$ cat config.mk
export PLATFORM = sky130hd
export DESIGN_NAME = led_matrix_chain_writer
export DESIGN_NICKNAME = d
export VERILOG_FILES = /design/src/rtl/lmcw_pkg.sv /design/src/rtl/led_matrix_chain_writer.sv /design/src/rtl/lmcw_ctrl.sv /design/src/rtl/lmcw_dpath.sv
export SDC_FILE = /design/constraint.sdc
export NUM_CORES = 1
export LEC_CHECK = 0
export BUFFER_PORTS_ARGS = -buffer_cell sky130_fd_sc_hd__buf_2
export CORE_ASPECT_RATIO = 1.75
export CORE_MARGIN = 2
export CORE_UTILIZATION = 54
export CTS_CLUSTER_DIAMETER = 40
export DETAILED_ROUTE_END_ITERATION = 12
export PLACE_DENSITY = 0.7
export SYNTH_ARGS = -nofsm -noshare
export SYNTH_HDL_FRONTEND = slang
export SYNTH_SLANG_ARGS = --single-unit
$ cat constraint.sdc
create_clock -name clk -period 6.56 [get_ports clk]
set_input_delay 0 -clock clk [delete_from_list [all_inputs] [get_ports clk]]
set_output_delay 0 -clock clk [all_outputs]
set_load 0.05 [all_outputs]
$ cat src/rtl/lmcw_pkg.sv
package lmcw_pkg;

  // Fixed geometry of one display driver
  localparam int unsigned ROWS_PER_DEVICE = 8;
  localparam int unsigned ROW_W           = 3;

  // Action codes
  localparam logic [1:0] ACT_LED    = 2'd0;
  localparam logic [1:0] ACT_ROW    = 2'd1;
  localparam logic [1:0] ACT_COLUMN = 2'd2;
  localparam logic [1:0] ACT_RAW    = 2'd3;

  // Word and mask constants
  localparam logic [15:0]      NOP_WORD = 16'h0000;
  localparam logic [7:0]       LED_MASK = 8'b1000_0000;
  localparam logic [ROW_W-1:0] LAST_ROW = 3'd7;

  typedef struct packed {
    logic [1:0] action;
    logic [2:0] device;
    logic [2:0] row;
    logic [2:0] column;
    logic       led_on;
    logic [7:0] value;
  } in_item_t;

  typedef struct packed {
    logic [15:0] serial_word;
    logic        frame_end;
    logic        item_end;
  } out_item_t;

  typedef enum logic [2:0] {
    ST_IDLE,
    ST_READ,
    ST_MODIFY,
    ST_WRITE,
    ST_EMIT
  } state_t;

  // Commands from controller to datapath
  typedef struct packed {
    logic load;
    logic rd;
    logic modify;
    logic write_row;
    logic emit;
    logic next_row;
  } cmd_t;

  // Status from datapath to controller
  typedef struct packed {
    logic       in_range;
    logic [1:0] new_action;
    logic [1:0] action;
    logic       last_word;
    logic       last_row;
    logic       slot_free;
  } sts_t;

endpackage

$ cat src/rtl/led_matrix_chain_writer.sv
// Flow: a raw write goes straight to emitting, a row write first writes the buffer row, and
// a single LED first reads and modifies its buffer row; the first word is then registered, and
// one word per cycle follows while the output is not stalled, device_count words per frame.
// Column writes repeat read, modify and emit for each of the eight rows. A new item is taken
// only once the previous one is done; device_count is capped at MAX_DEVICES.
// Reset: synchronous, clears chain length to 1, marks every buffer row unwritten (reads 0).
module led_matrix_chain_writer #(
  parameter int unsigned MAX_DEVICES = 8
) (
  input  logic                clk,
  input  logic                rst,
  input  logic                cfg_we,
  input  logic [3:0]          cfg_wdata,
  input  logic                in_valid,
  output logic                in_stall,
  input  lmcw_pkg::in_item_t  in_data,
  output logic                out_valid,
  input  logic                out_stall,
  output lmcw_pkg::out_item_t out_data
);

  lmcw_pkg::cmd_t cmd;
  lmcw_pkg::sts_t sts;

  // Sequencer
  lmcw_ctrl u_ctrl (
    .clk      (clk),
    .rst      (rst),
    .in_valid (in_valid),
    .in_stall (in_stall),
    .sts      (sts),
    .cmd      (cmd)
  );

  // Buffer and word generation
  lmcw_dpath #(
    .MAX_DEVICES (MAX_DEVICES)
  ) u_dpath (
    .clk       (clk),
    .rst       (rst),
    .cfg_we    (cfg_we),
    .cfg_wdata (cfg_wdata),
    .in_data   (in_data),
    .out_stall (out_stall),
    .out_valid (out_valid),
    .out_data  (out_data),
    .cmd       (cmd),
    .sts       (sts)
  );

endmodule

$ cat src/rtl/lmcw_ctrl.sv
module lmcw_ctrl (
  input  logic            clk,
  input  logic            rst,
  input  logic            in_valid,
  output logic            in_stall,
  input  lmcw_pkg::sts_t  sts,
  output lmcw_pkg::cmd_t  cmd
);

  lmcw_pkg::state_t state;
  lmcw_pkg::state_t state_next;
  logic             accept;
  logic             more_rows;

  assign in_stall  = (state != lmcw_pkg::ST_IDLE);
  assign accept    = in_valid && !in_stall;
  assign more_rows = (sts.action == lmcw_pkg::ACT_COLUMN) && !sts.last_row;

  // Hold state
  always_ff @(posedge clk) begin
    if (rst) begin
      state <= lmcw_pkg::ST_IDLE;
    end else begin
      state <= state_next;
    end
  end

  // Next state
  always_comb begin
    state_next = state;
    unique case (state)
      lmcw_pkg::ST_IDLE: begin
        if (accept && sts.in_range) begin
          case (sts.new_action)
            lmcw_pkg::ACT_ROW: state_next = lmcw_pkg::ST_WRITE;
            lmcw_pkg::ACT_RAW: state_next = lmcw_pkg::ST_EMIT;
            default:           state_next = lmcw_pkg::ST_READ;
          endcase
        end
      end
      lmcw_pkg::ST_READ:   state_next = lmcw_pkg::ST_MODIFY;
      lmcw_pkg::ST_MODIFY: state_next = lmcw_pkg::ST_EMIT;
      lmcw_pkg::ST_WRITE:  state_next = lmcw_pkg::ST_EMIT;
      lmcw_pkg::ST_EMIT: begin
        if (sts.slot_free && sts.last_word) begin
          state_next = more_rows ? lmcw_pkg::ST_READ : lmcw_pkg::ST_IDLE;
        end
      end
      default: state_next = lmcw_pkg::ST_IDLE;
    endcase
  end

  // Commands
  always_comb begin
    cmd           = '0;
    cmd.load      = accept;
    cmd.rd        = (state == lmcw_pkg::ST_READ);
    cmd.modify    = (state == lmcw_pkg::ST_MODIFY);
    cmd.write_row = (state == lmcw_pkg::ST_WRITE);
    cmd.emit      = (state == lmcw_pkg::ST_EMIT) && sts.slot_free;
    cmd.next_row  = cmd.emit && sts.last_word && more_rows;
  end

  // Emit only into a free output slot
  a_emit_free: assert property (@(posedge clk) disable iff (rst)
    cmd.emit |-> sts.slot_free)
    else $error("word emitted into occupied output register");

  // Leave idle only on an accepted, in-range transfer
  a_idle_hold: assert property (@(posedge clk) disable iff (rst)
    (state == lmcw_pkg::ST_IDLE && !(accept && sts.in_range)) |=>
      (state == lmcw_pkg::ST_IDLE))
    else $error("left idle without an accepted item");

  // A frame read is always followed by its modify step
  a_read_modify: assert property (@(posedge clk) disable iff (rst)
    cmd.rd |=> cmd.modify)
    else $error("buffer read not followed by modify");

endmodule

$ cat src/rtl/lmcw_dpath.sv
module lmcw_dpath #(
  parameter int unsigned MAX_DEVICES = 8
) (
  input  logic                clk,
  input  logic                rst,
  input  logic                cfg_we,
  input  logic [3:0]          cfg_wdata,
  input  lmcw_pkg::in_item_t  in_data,
  input  logic                out_stall,
  output logic                out_valid,
  output lmcw_pkg::out_item_t out_data,
  input  lmcw_pkg::cmd_t      cmd,
  output lmcw_pkg::sts_t      sts
);

  localparam int unsigned DEPTH  = MAX_DEVICES * lmcw_pkg::ROWS_PER_DEVICE;
  localparam int unsigned ADDR_W = $clog2(DEPTH);
  localparam logic [3:0]  MAX_CNT = 4'(MAX_DEVICES);

  logic [3:0]                 dev_count;
  logic [3:0]                 eff_count;
  lmcw_pkg::in_item_t         item_q;
  logic [lmcw_pkg::ROW_W-1:0] row_q;
  logic [2:0]                 word_q;
  logic [7:0]                 data_q;
  logic [7:0]                 mem [DEPTH];
  logic [DEPTH-1:0]           vld;
  logic [7:0]                 rd_q;
  logic                       rd_vld_q;
  logic [ADDR_W-1:0]          addr;
  logic                       wr_en;
  logic [7:0]                 wr_data;
  logic                       led_bit;
  logic [7:0]                 mask;
  logic [7:0]                 old_byte;
  logic [7:0]                 new_byte;
  logic [3:0]                 lead;
  logic                       hit;
  logic [3:0]                 row_plus;
  logic                       slot_free;
  logic                       last_word;
  logic                       last_row;
  lmcw_pkg::out_item_t        word;

  // Chain length register
  always_ff @(posedge clk) begin
    if (rst) begin
      dev_count <= 4'd1;
    end else if (cfg_we) begin
      dev_count <= cfg_wdata;
    end
  end

  assign eff_count = (dev_count > MAX_CNT) ? MAX_CNT : dev_count;

  // Latch item, track row and word position
  always_ff @(posedge clk) begin
    if (cmd.load) begin
      item_q <= in_data;
      data_q <= in_data.value;
      row_q  <= (in_data.action == lmcw_pkg::ACT_COLUMN) ? '0 : in_data.row;
      word_q <= '0;
    end else begin
      if (cmd.modify) begin
        data_q <= new_byte;
      end
      if (cmd.next_row) begin
        row_q <= row_q + 1'b1;
      end
      if (cmd.emit) begin
        word_q <= last_word ? 3'd0 : word_q + 3'd1;
      end
    end
  end

  // Read-modify of one buffer row
  assign addr     = ADDR_W'({item_q.device, row_q});
  assign led_bit  = (item_q.action == lmcw_pkg::ACT_COLUMN) ?
                    item_q.value[3'(lmcw_pkg::LAST_ROW - row_q)] : item_q.led_on;
  assign mask     = lmcw_pkg::LED_MASK >> item_q.column;
  assign old_byte = rd_vld_q ? rd_q : 8'h00;
  assign new_byte = led_bit ? (old_byte | mask) : (old_byte & ~mask);
  assign wr_en    = cmd.modify || cmd.write_row;
  assign wr_data  = cmd.modify ? new_byte : item_q.value;

  // Shadow buffer
  always_ff @(posedge clk) begin
    if (wr_en) begin
      mem[addr] <= wr_data;
    end
    if (cmd.rd) begin
      rd_q     <= mem[addr];
      rd_vld_q <= vld[addr];
    end
  end

  // Written marks: unwritten rows read as zero
  always_ff @(posedge clk) begin
    if (rst) begin
      vld <= '0;
    end else if (wr_en) begin
      vld[addr] <= 1'b1;
    end
  end

  // Build the current frame word
  assign lead      = eff_count - 4'd1 - {1'b0, item_q.device};
  assign hit       = ({1'b0, word_q} == lead);
  assign row_plus  = {1'b0, row_q} + 4'd1;
  assign last_word = ({1'b0, word_q} == (eff_count - 4'd1));
  assign last_row  = (row_q == lmcw_pkg::LAST_ROW);

  always_comb begin
    word.serial_word = hit ? {4'b0000, row_plus, data_q} : lmcw_pkg::NOP_WORD;
    word.frame_end   = last_word;
    word.item_end    = last_word &&
                       ((item_q.action != lmcw_pkg::ACT_COLUMN) || last_row);
  end

  // Output register
  assign slot_free = !out_valid || !out_stall;

  always_ff @(posedge clk) begin
    if (rst) begin
      out_valid <= 1'b0;
    end else if (cmd.emit) begin
      out_valid <= 1'b1;
    end else if (!out_stall) begin
      out_valid <= 1'b0;
    end
  end

  always_ff @(posedge clk) begin
    if (cmd.emit) begin
      out_data <= word;
    end
  end

  // Status
  always_comb begin
    sts            = '0;
    sts.in_range   = ({1'b0, in_data.device} < eff_count);
    sts.new_action = in_data.action;
    sts.action     = item_q.action;
    sts.last_word  = last_word;
    sts.last_row   = last_row;
    sts.slot_free  = slot_free;
  end

  // Item end only on a frame end
  a_item_frame: assert property (@(posedge clk) disable iff (rst)
    (out_valid && out_data.item_end) |-> out_data.frame_end)
    else $error("item end without frame end");

  // A written row is marked valid
  a_wr_mark: assert property (@(posedge clk) disable iff (rst)
    wr_en |=> vld[$past(addr)])
    else $error("written buffer row not marked");

endmodule

Word level (Yosys, flattened, before mapping). Memories as Yosys holds them, arrays and structs flattened. A register that Yosys moved wholly into a read port is not among the register bits. Cells that the tools add are included.

Bits in registers: 122. RAM bits: 512. Bits of input ports: 29. Output and inout port bits: 20. Logic and storage cells: 97. Memories kept: 1.

Add/subtract/negate cells: 6. Magnitude comparators: 5. Equality and inequality tests: 15. Shift operators: 1. Muxes and demuxes: 26. Bitwise logic cells: 4. Reduce and logical (&&, ||, !) cells: 22.

Memories: u_dpath.mem (depth 64, bits a word 8, rd ports 1, clocked after Yosys merged registers in 1, wr ports 1, RTL line lmcw_dpath.sv:26) `logic [7:0] mem [DEPTH];`.

Operators with widths (number): 64-bit OR (1); 8-bit 2-to-1 mux (5); 3-bit 2-to-1 mux (6); 3-bit one-hot mux with 4 select lines (1); 1-bit logical AND (9); 1-bit 2-to-1 mux (9); 8-bit AND (1); 3-bit by 4-bit == test with 1-bit output (2); 8-bit NOT (1); 8-bit OR (1); 8-bit by 3-bit >> shifter with 8-bit output (first input constant) (1); 6-bit by 7-bit < comparator with 1-bit output (second input constant) (1); 3-bit by 1-bit adder with 3-bit output (second input constant) (2); 1-bit binary-select mux with 6-bit select (1); 1-bit demux with 6-bit select (1); 2-bit == test (second input constant) (3); 3-bit by 2-bit == test with 1-bit output (second input constant) (2); 3-bit == test (second input constant) (2); 6-bit by 1-bit >= comparator with 1-bit output (second input constant) (1); 2-bit by 1-bit != test with 1-bit output (second input constant) (3); 3-bit one-hot mux with 2 select lines (1); 3-bit by 1-bit adder with 4-bit output (second input constant) (1); 4-bit greater-than comparator (second input constant) (1); 1-bit logical NOT (4); other kinds (16) (19).

Logic depth before layout (Yosys ltp). Gate-level depths: netlist of the first run.

Depth in word-level cells: 8. Depth in mapped cells: 11. Depth with buffers taken out: 9.

Modules after synthesis. Synthesis of the first run repeated with hierarchy kept, for this count alone.

Cell total of the unflattened synthesis: 1655. Area, all modules: 25683.4 µm².

By module, submodules not included: lmcw_dpath (instances 1, cells each 1628, area an instance 25463.2 µm², sequential area each 18347.6 µm²); lmcw_ctrl (instances 1, cells each 27, area an instance 220.2 µm², sequential area each 60.1 µm²).

Worst setup path after synthesis of the first run. OpenSTA, ideal clock, no wires.

Kind: reg-to-reg. Start point: register u_dpath.row_q[1] in the netlist's numbering. End point: memory u_dpath.mem[0][7] (data pin). Setup time: 0.588 ns. Arrival: 3.768 ns. Data required time: 5.972 ns. Setup slack: 2.204 ns. Stages on the path, launching flop included: 10. Path buffers: 4. Clock period less this slack: 4.356 ns. Path through: edfxtp_1 buf_6 buf_8 buf_6 nor2_1 clkbuf_1 o2bb2ai_1 a221o_1 o21ai_0 a31oi_1.

Cells in the longest elaborated chain, start to end: 6.

RTL lines: start, declared (RTL line lmcw_dpath.sv:23) `logic [lmcw_pkg::ROW_W-1:0] row_q;`; start signal, assigned (RTL line lmcw_dpath.sv:61) `row_q <= (in_data.action == lmcw_pkg::ACT_COLUMN) ? '0 : in_data.row;`; start signal, assigned (RTL line lmcw_dpath.sv:68) `row_q <= row_q + 1'b1;`; 3-bit subtractor (RTL line lmcw_dpath.sv:79) `item_q.value[3'(lmcw_pkg::LAST_ROW - row_q)] : item_q.led_on;`; 1-bit binary-select mux with 3-bit select (RTL line lmcw_dpath.sv:79); 1-bit 2-to-1 mux (implied by the code) (RTL line lmcw_dpath.sv:79); 1-bit 2-to-1 mux (RTL line lmcw_dpath.sv:78) `assign led_bit = (item_q.action == lmcw_pkg::ACT_COLUMN) ?`; 8-bit 2-to-1 mux (RTL line lmcw_dpath.sv:82) `assign new_byte = led_bit ? (old_byte | mask) : (old_byte & ~mask);`; 8-bit 2-to-1 mux (RTL line lmcw_dpath.sv:84) `assign wr_data = cmd.modify ? new_byte : item_q.value;`; via u_dpath.wr_data[7] (RTL line lmcw_dpath.sv:32) `logic [7:0] wr_data;`; end, declared (RTL line lmcw_dpath.sv:26).

The timed path passes the listed nets, and every way through them passes these cells. The select of a mux whose other input is x is not followed.

Final worst setup path of the first run.
Start point: register u_dpath.row_q[1] in the netlist's numbering. End point: memory u_dpath.mem[2][6], enable pin.

Straight into the memory's write port.

==> metrics.csv, run 1 <==
metric,value,unit
io_buffer_count,44,
via_per_inst,6.53,
fin_crit,4210,ps
seq_area_frac_synth,0.721,
final_common_cell,edfxtp_1,
clk_pin_slew,70,ps
p_leak,9.45,nW
routedWlPerCell,29.9,um
die_area,49100,um2
antenna_left,0,
antenna_found_initial,1,
drive_gt1_frac,0.157,
final_core_util,0.609,
synth-edff-count,563,
p_per_area,349,nW/um2
wirelength,69700,um
synth_top_flop_cell,edfxtp_1,
crit_fanout,97,
syn_area,25500,um2
skew,19.2,ps
ir_drop,0.256,mV
max-cap-violations,0,
hpwl,43800,um
drt_iter0_markers,1625,
layout_common_cells,"edfxtp_1, nor2_1, mux2i_1",
grt_overflow,0,
grt_max_degree,146,
ios,49,
syn_inst,1631,
nets,1733,
die_h,292,um
dpl-instance-area,26400,um2
critical_path_class,register to register,
drc_errors,0,
hold_path.class,primary input to register,
crit_path_start_kind,register,
timing.final.ws_setup,2350,ps
max_freq,237,MHz
num_rows,105,
cts_tree,built,
setup_viol,0,
cts_buffers,53,
vias,15194,
grt_usage,0.285,
multi_input_area,6700,um2
firstDrtPassIters,6,
grt_pass1_vias,15285,
hold_viol,0,
initial_core_util,0.546,
crit_arrival,4420,ps
power,0.00996,W
clockRootBuffer,clkbuf_16,
gp_congestion,0.970,
async_flop_share,0,
rsz0062_at_grt,no,
fin_crit_sh,0.642,
run_status,"complete, no violations",
htreeDepth,2,
slew_headroom,0.0636,
seqCellArea,18400,um2
clk_latency,590,ps
slew_viol_final,0,
required,6770,ps
worst-slew-pin-transition,1390,ps
fp.coreArea,46800,um2
areaGrowthSynthToFinish,11.6,%
tns,0,ps
grt_pass1_wl,101000,um
cts_buffer_depth,3,
fillCellCount,3411,
cp-end-kind,register,
yosys_register_bits,638,
die_w,168,um
synth.avg_cell_area,15.6,um2
fin_area,28500,um2
ys_types,70,
cts_sinks,638,
yosys_warnings,0,
pre_cts_slack,2680,ps
flip-flops by register name, summed over array words and instances (netlist names), 4 cells and up:
register           count
u_dpath.data_q         8
u_dpath.rd_q           8
u_dpath.mem          512
u_dpath.out_data      14
u_dpath.vld           64
u_dpath.dev_count      4
u_dpath.item_q        12
worst max-delay path, stage by stage (launching register included):
cell	delay [ps]
edfxtp_1	430
buf_12	430
nor3b_1	1170
nand2_1	760
nor2_1	970
worst paths after layout:
path | startpoint | endpoint | slack, ps | depth (start not counted)
worst max-delay path | u_dpath.row_q[1] | u_dpath.mem[2][6] | 2350 | 4
worst min-delay path | in_data[11] | u_dpath.item_q[11] | 130 | 2
worst max register to register | u_dpath.row_q[1] | u_dpath.mem[2][6] | 2350 | 4
worst min register to register | u_dpath.vld[22] | u_dpath.vld[22] | 460 | 2
power by group:
group	switching [W]	internal, W	total (W)
Clock	0.00143	0.00180	0.00323
Sequential	0.0000573	0.00468	0.00474
Combinational	0.00136	0.000625	0.00199
per-layer routing:
metal  track usage  wire length, um  vias to the layer above
met5             0                0                        -
met4         0.200             5590                        0
met3        0.0514             5520                      252
met2         0.501            35900                      835
met1         0.310            22700                     7639
li1              -                -                     6468
final cells by class:
| cell class | instances | area share |
|---|---|---|
| antenna | 1 | 0.0000878 |
| multi-input combinational | 881 | 0.235 |
| sequential | 638 | 0.646 |
| tap | 588 | 0.0258 |
| clock inverter | 32 | 0.0108 |
| inverter | 13 | 0.00171 |
| timing repair buffer | 107 | 0.0283 |
| clock buffer | 68 | 0.0518 |
through the flow:
| stage | cells | hold slack [ps] |
|---|---|---|
| finish | 2328 | 130 |
| global placement | 2197 | 183 |
| floorplan | 1634 | 98.9 |
| CTS | 2327 | 122 |
| global route | 2327 | 130 |
| detailed placement | 2197 | 181 |
cell families after synthesis:
| group | Yosys count | synth area share |
|---|---|---|
| AOI/OAI and AO/OA | 255 | 0.0715 |
| xor gates and xnor gates | 8 | 0.00333 |
| adders and majority gates | 10 | 0.00520 |
| buffers and inverters | 115 | 0.0223 |
| DFF | 638 | 0.721 |
| muxes | 183 | 0.100 |
| other | 1 | 0.000147 |
| and+or+nand+nor | 421 | 0.0762 |
synthesized netlist by cell type (7+ instances only):
| master | number | area (um2) |
|---|---|---|
| inv_1 | 12 | 45.0 |
| mux2i_1 | 100 | 1000 |
| a22oi_1 | 37 | 278 |
| nor2b_1 | 10 | 62.6 |
| nand2_1 | 62 | 233 |
| a31oi_1 | 27 | 169 |
| o21ai_0 | 34 | 170 |
| edfxtp_1 | 563 | 16900 |
| nand2b_1 | 21 | 131 |
| a221o_1 | 8 | 80.1 |
| o22ai_1 | 23 | 144 |
| a221oi_1 | 26 | 228 |
| and2_1 | 15 | 93.8 |
| mux2_2 | 29 | 327 |
| nand3_1 | 25 | 125 |
| o21ba_2 | 8 | 80.1 |
| clkbuf_1 | 43 | 161 |
| a22o_1 | 7 | 61.3 |
| dfxtp_1 | 75 | 1500 |
| mux4_2 | 51 | 1150 |
| a21oi_1 | 29 | 145 |
| nand4_1 | 7 | 43.8 |
| nor2_1 | 215 | 807 |
| ha_1 | 9 | 113 |
| nor3_1 | 13 | 65.1 |
| and3_1 | 13 | 81.3 |
| a211oi_1 | 7 | 52.6 |
| o211ai_1 | 9 | 67.6 |
| buf_2 | 37 | 185 |
| buf_4 | 11 | 82.6 |
what timing repair did:
action / CTS / global route
endpoints found under the hold margin: 38 / 0
gates resized for setup: 0 / 0
setup buffers: 0 / 0
hold buffers: 30 / 0
No activity file was read; power rests on OpenSTA's default activity.
==> run 2: changes to the inputs <==
--- a/config.mk
+++ b/config.mk
@@ -5,13 +5,14 @@
 export SDC_FILE = /design/constraint.sdc
 export NUM_CORES = 1
 export LEC_CHECK = 0
+export ABC_AREA = 1
 export BUFFER_PORTS_ARGS = -buffer_cell sky130_fd_sc_hd__buf_2
 export CORE_ASPECT_RATIO = 1.75
 export CORE_MARGIN = 2
 export CORE_UTILIZATION = 54
 export CTS_CLUSTER_DIAMETER = 40
 export DETAILED_ROUTE_END_ITERATION = 12
-export PLACE_DENSITY = 0.7
+export PLACE_DENSITY = 0.73
 export SYNTH_ARGS = -nofsm -noshare
 export SYNTH_HDL_FRONTEND = slang
 export SYNTH_SLANG_ARGS = --single-unit
==> constraint.sdc (replaced) <==
create_clock -name clk -period 3.5 [get_ports clk]
set_input_delay 0 -clock clk [delete_from_list [all_inputs] [get_ports clk]]
set_output_delay 0 -clock clk [all_outputs]
set_load 0.05 [all_outputs]
==> run 2 against run 1 <==
Clock skew increased by 1.2 ps. Core utilization rose by 0.68 points. Fmax grew 33%. Power grew 100%. Flip-flop and latch count did not move. Final cell count grew 54%. Register-to-register slack worse by 2000 ps. Synthesized cell count grew 71%. Hold slack worse by 19 ps. Largest cell class unchanged. Highest routed layer unchanged.
==> metrics.csv, run 2 <==
metric,value,unit,change
run_status,"complete, no violations",,unchanged
synth-edff-count,563,,unchanged
skew,20.4,ps,was 19.2 ps
p_per_area,664,nW/um2,was 349 nW/um2
min_from,in_data[9],,was in_data[11]
cts_tree,built,,unchanged
crit_fanout,174,,was 97
cts_setup_buffers,0,,unchanged
antenna_left,0,,unchanged
gp_congestion,0.916,,was 0.970
fin_area,30600,um2,was 28500 um2
die_w,174,um,was 168 um
ios,49,,unchanged
syn_area,27200,um2,was 25500 um2
clockRootBuffer,clkbuf_16,,unchanged
pwr-share-clk,0.327,,was 0.324
timing.rr.start,u_dpath.row_q[0],,was u_dpath.row_q[1]
vias,19639,,was 15194
synth_area_leaders,"edfxtp_1, nand2_1, dfxtp_1",,"was edfxtp_1, dfxtp_1, mux4_2"
io_buffer_count,44,,unchanged
num_rows,108,,was 105
required,3970,ps,was 6770 ps
hold_viol,0,,unchanged
areaGrowthSynthToFinish,12.7,%,was 11.6%
wirelength,72300,um,was 69700 um
cts_sinks,638,,unchanged
p_int,0.0138,W,was 0.00710 W
r2r_slack,320,ps,was 2350 ps
p_sw_frac,0.323,,was 0.287
max_freq,315,MHz,was 237 MHz
p_leak,12.6,nW,was 9.45 nW
synth.avg_cell_area,9.72,um2,was 15.6 um2
clk_pin_slew,70,ps,about the same
drt_iter0_markers,2187,,was 1625
grt_pass1_wl,110000,um,was 101000 um
crit_arrival,3650,ps,was 4420 ps
grt_max_degree,175,,was 146
die_area,52200,um2,was 49100 um2
diodes,0,,was 1
setup_viol,0,,unchanged
hold_ws,111,ps,was 130 ps
busiest_layer,met2,,unchanged
fin_crit_sh,0.907,,was 0.642
hpwl,43000,um,was 43800 um
final_common_cell,nand2_1,,was edfxtp_1
ys_top_cells_by_count,"nand2_1, edfxtp_1, nor2_1",,"was edfxtp_1, nor2_1, mux2i_1"
cp-end-kind,register,,unchanged
drc_errors,0,,unchanged
fp.coreArea,49700,um2,was 46800 um2
rsz0062_at_grt,no,,unchanged
initial_core_util,0.547,,was 0.546
regMostFlops,u_dpath.mem,,unchanged
antenna_found_initial,0,,was 1
p_comb_frac,0.234,,was 0.200
layout_common_cells,"nand2_1, edfxtp_1, nor2_1",,"was edfxtp_1, nor2_1, mux2i_1"
syn_inst,2795,,was 1631
timing.final.ws_setup,324,ps,was 2350 ps
yosysMostFrequentCell,nand2_1,,was edfxtp_1
cts_buffers,56,,was 53
gr-usage-met2,0.483,,was 0.501
crit_path_start_kind,register,,unchanged
max-cap-violations,0,,unchanged
grt_pass1_vias,19091,,was 15285
ys_types,30,,was 70
grt_overflow,0,,unchanged
p_sw,0.00657,W,was 0.00285 W
use_met1,0.321,,was 0.310
firstDrtPassIters,5,,was 6
largest_register_ffs,512,,unchanged
p_seq_frac,0.439,,was 0.476
routedWlPerCell,20.2,um,was 29.9 um
grt_usage,0.276,,was 0.285
fin_crit,3180,ps,was 4210 ps
worst-slew-pin-transition,1130,ps,was 1390 ps
critical_path_class,register to register,,unchanged
seq_area_frac_synth,0.677,,was 0.721
tns,0,ps,unchanged
async_flop_share,0,,unchanged
slew_viol_final,0,,unchanged
via_per_inst,5.49,,was 6.53
slew_headroom,0.243,,was 0.0636
clk_latency,610,ps,was 590 ps
startpoint,u_dpath.row_q[0],,was u_dpath.row_q[1]
nets,2907,,was 1733
synth_top_cell_area_share,0.622,,was 0.662
synth_top_area_cell,edfxtp_1,,unchanged
die_h,301,um,was 292 um
hold_path.class,primary input to register,,unchanged
yosys_warnings,0,,unchanged
drive_gt1_frac,0.0840,,was 0.157
yosys_register_bits,638,,unchanged
synth_top_flop_cell,edfxtp_1,,unchanged
cts_buffer_depth,3,,unchanged
use_met3,0.0314,,was 0.0514
dpl-instance-area,28300,um2,was 26400 um2
htreeDepth,2,,unchanged
pre_cts_slack,542,ps,was 2680 ps
ir_drop,0.385,mV,was 0.256 mV
largestRegisters,"u_dpath.mem: 512 flops, u_dpath.vld: 64 flops, u_dpath.out_data: 14 flops",,unchanged
-- run 2: changes by cell type after synthesis, moves of 26 or more --
cell      change
nand2_1    +1397
mux2i_1     -100
a21oi_1      +67
mux4_2       -51
inv_1        +47
buf_2        +46
a22oi_1      -37
mux2_2       -29
a31oi_1      -27
a221oi_1     -26
-- run 2: repair_timing --
| item | CTS | global route |
|---|---|---|
| hold endpoints to repair | 61 | 0 |
| resized for setup | 0 | 0 |
| hold buffers | 35 | 0 |
-- run 2: stage by stage --
stage	power, W	util	cells
6_report	0.0203	0.616	3576
3_3_place_gp	0.0136	0.569	3435
3_5_place_dp	0.0137	0.569	3435
2_1_floorplan	0.0121	-	2798
5_1_grt	0.0211	0.616	3576
4_1_cts	0.0203	0.616	3576
-- run 2: critical path, stage by stage (launching register included) --
cell      delay (ps)
edfxtp_1         510
buf_12           460
buf_12           530
nand2_1          150
nand2_1          120
nand2_1           60
nand2_1          110
nand2_1           50
nand2_1          120
nand2_1           50
nand2_1          160
nor2_1           170
nand2_1          110
-- run 2: cell families after synthesis --
logic type | after synthesis | synth area share
xor gates and xnor gates | 7 | 0.00226
other | 1 | 0.000138
AOI/OAI and AO/OA | 168 | 0.0321
adders and majority gates | 10 | 0.00488
DFF | 638 | 0.677
buffers and inverters | 211 | 0.0345
and+or+nand+nor | 1760 | 0.249
-- run 2: final cells by class --
| cell class | instances | area (um2) |
|---|---|---|
| tap | 660 | 826 |
| clock inverter | 41 | 523 |
| fill | 3857 | 19100 |
| timing repair buffer | 148 | 1240 |
| multi-input combinational | 1949 | 7860 |
| clock buffer | 65 | 1480 |
| inverter | 75 | 292 |
| sequential | 638 | 18400 |
-- run 2: worst paths after layout --
kind                                     endpoint  depth (start not counted)
worst max register to register    u_dpath.rd_q[0]                         12
worst min register to register     u_dpath.vld[3]                          2
worst max-delay path              u_dpath.rd_q[0]                         12
worst min-delay path            u_dpath.item_q[9]                          2
-- run 2: power groups by stage --
stage | Clock [W] | Sequential, W | Combinational [W]
finish | 0.00665 | 0.00893 | 0.00476
detailed placement | 0 | 0.00909 | 0.00461
global placement | 0 | 0.00909 | 0.00455
floorplan | 0 | 0.00913 | 0.00298
global route | 0.00696 | 0.00894 | 0.00518
CTS | 0.00668 | 0.00893 | 0.00469
-- run 2: layer usage --
layer | vias to the layer above | wire length, um
met1 | 9325 | 26000
met2 | 871 | 36400
li1 | 9214 | -
met4 | 0 | 5260
met3 | 229 | 4650
met5 | - | 0
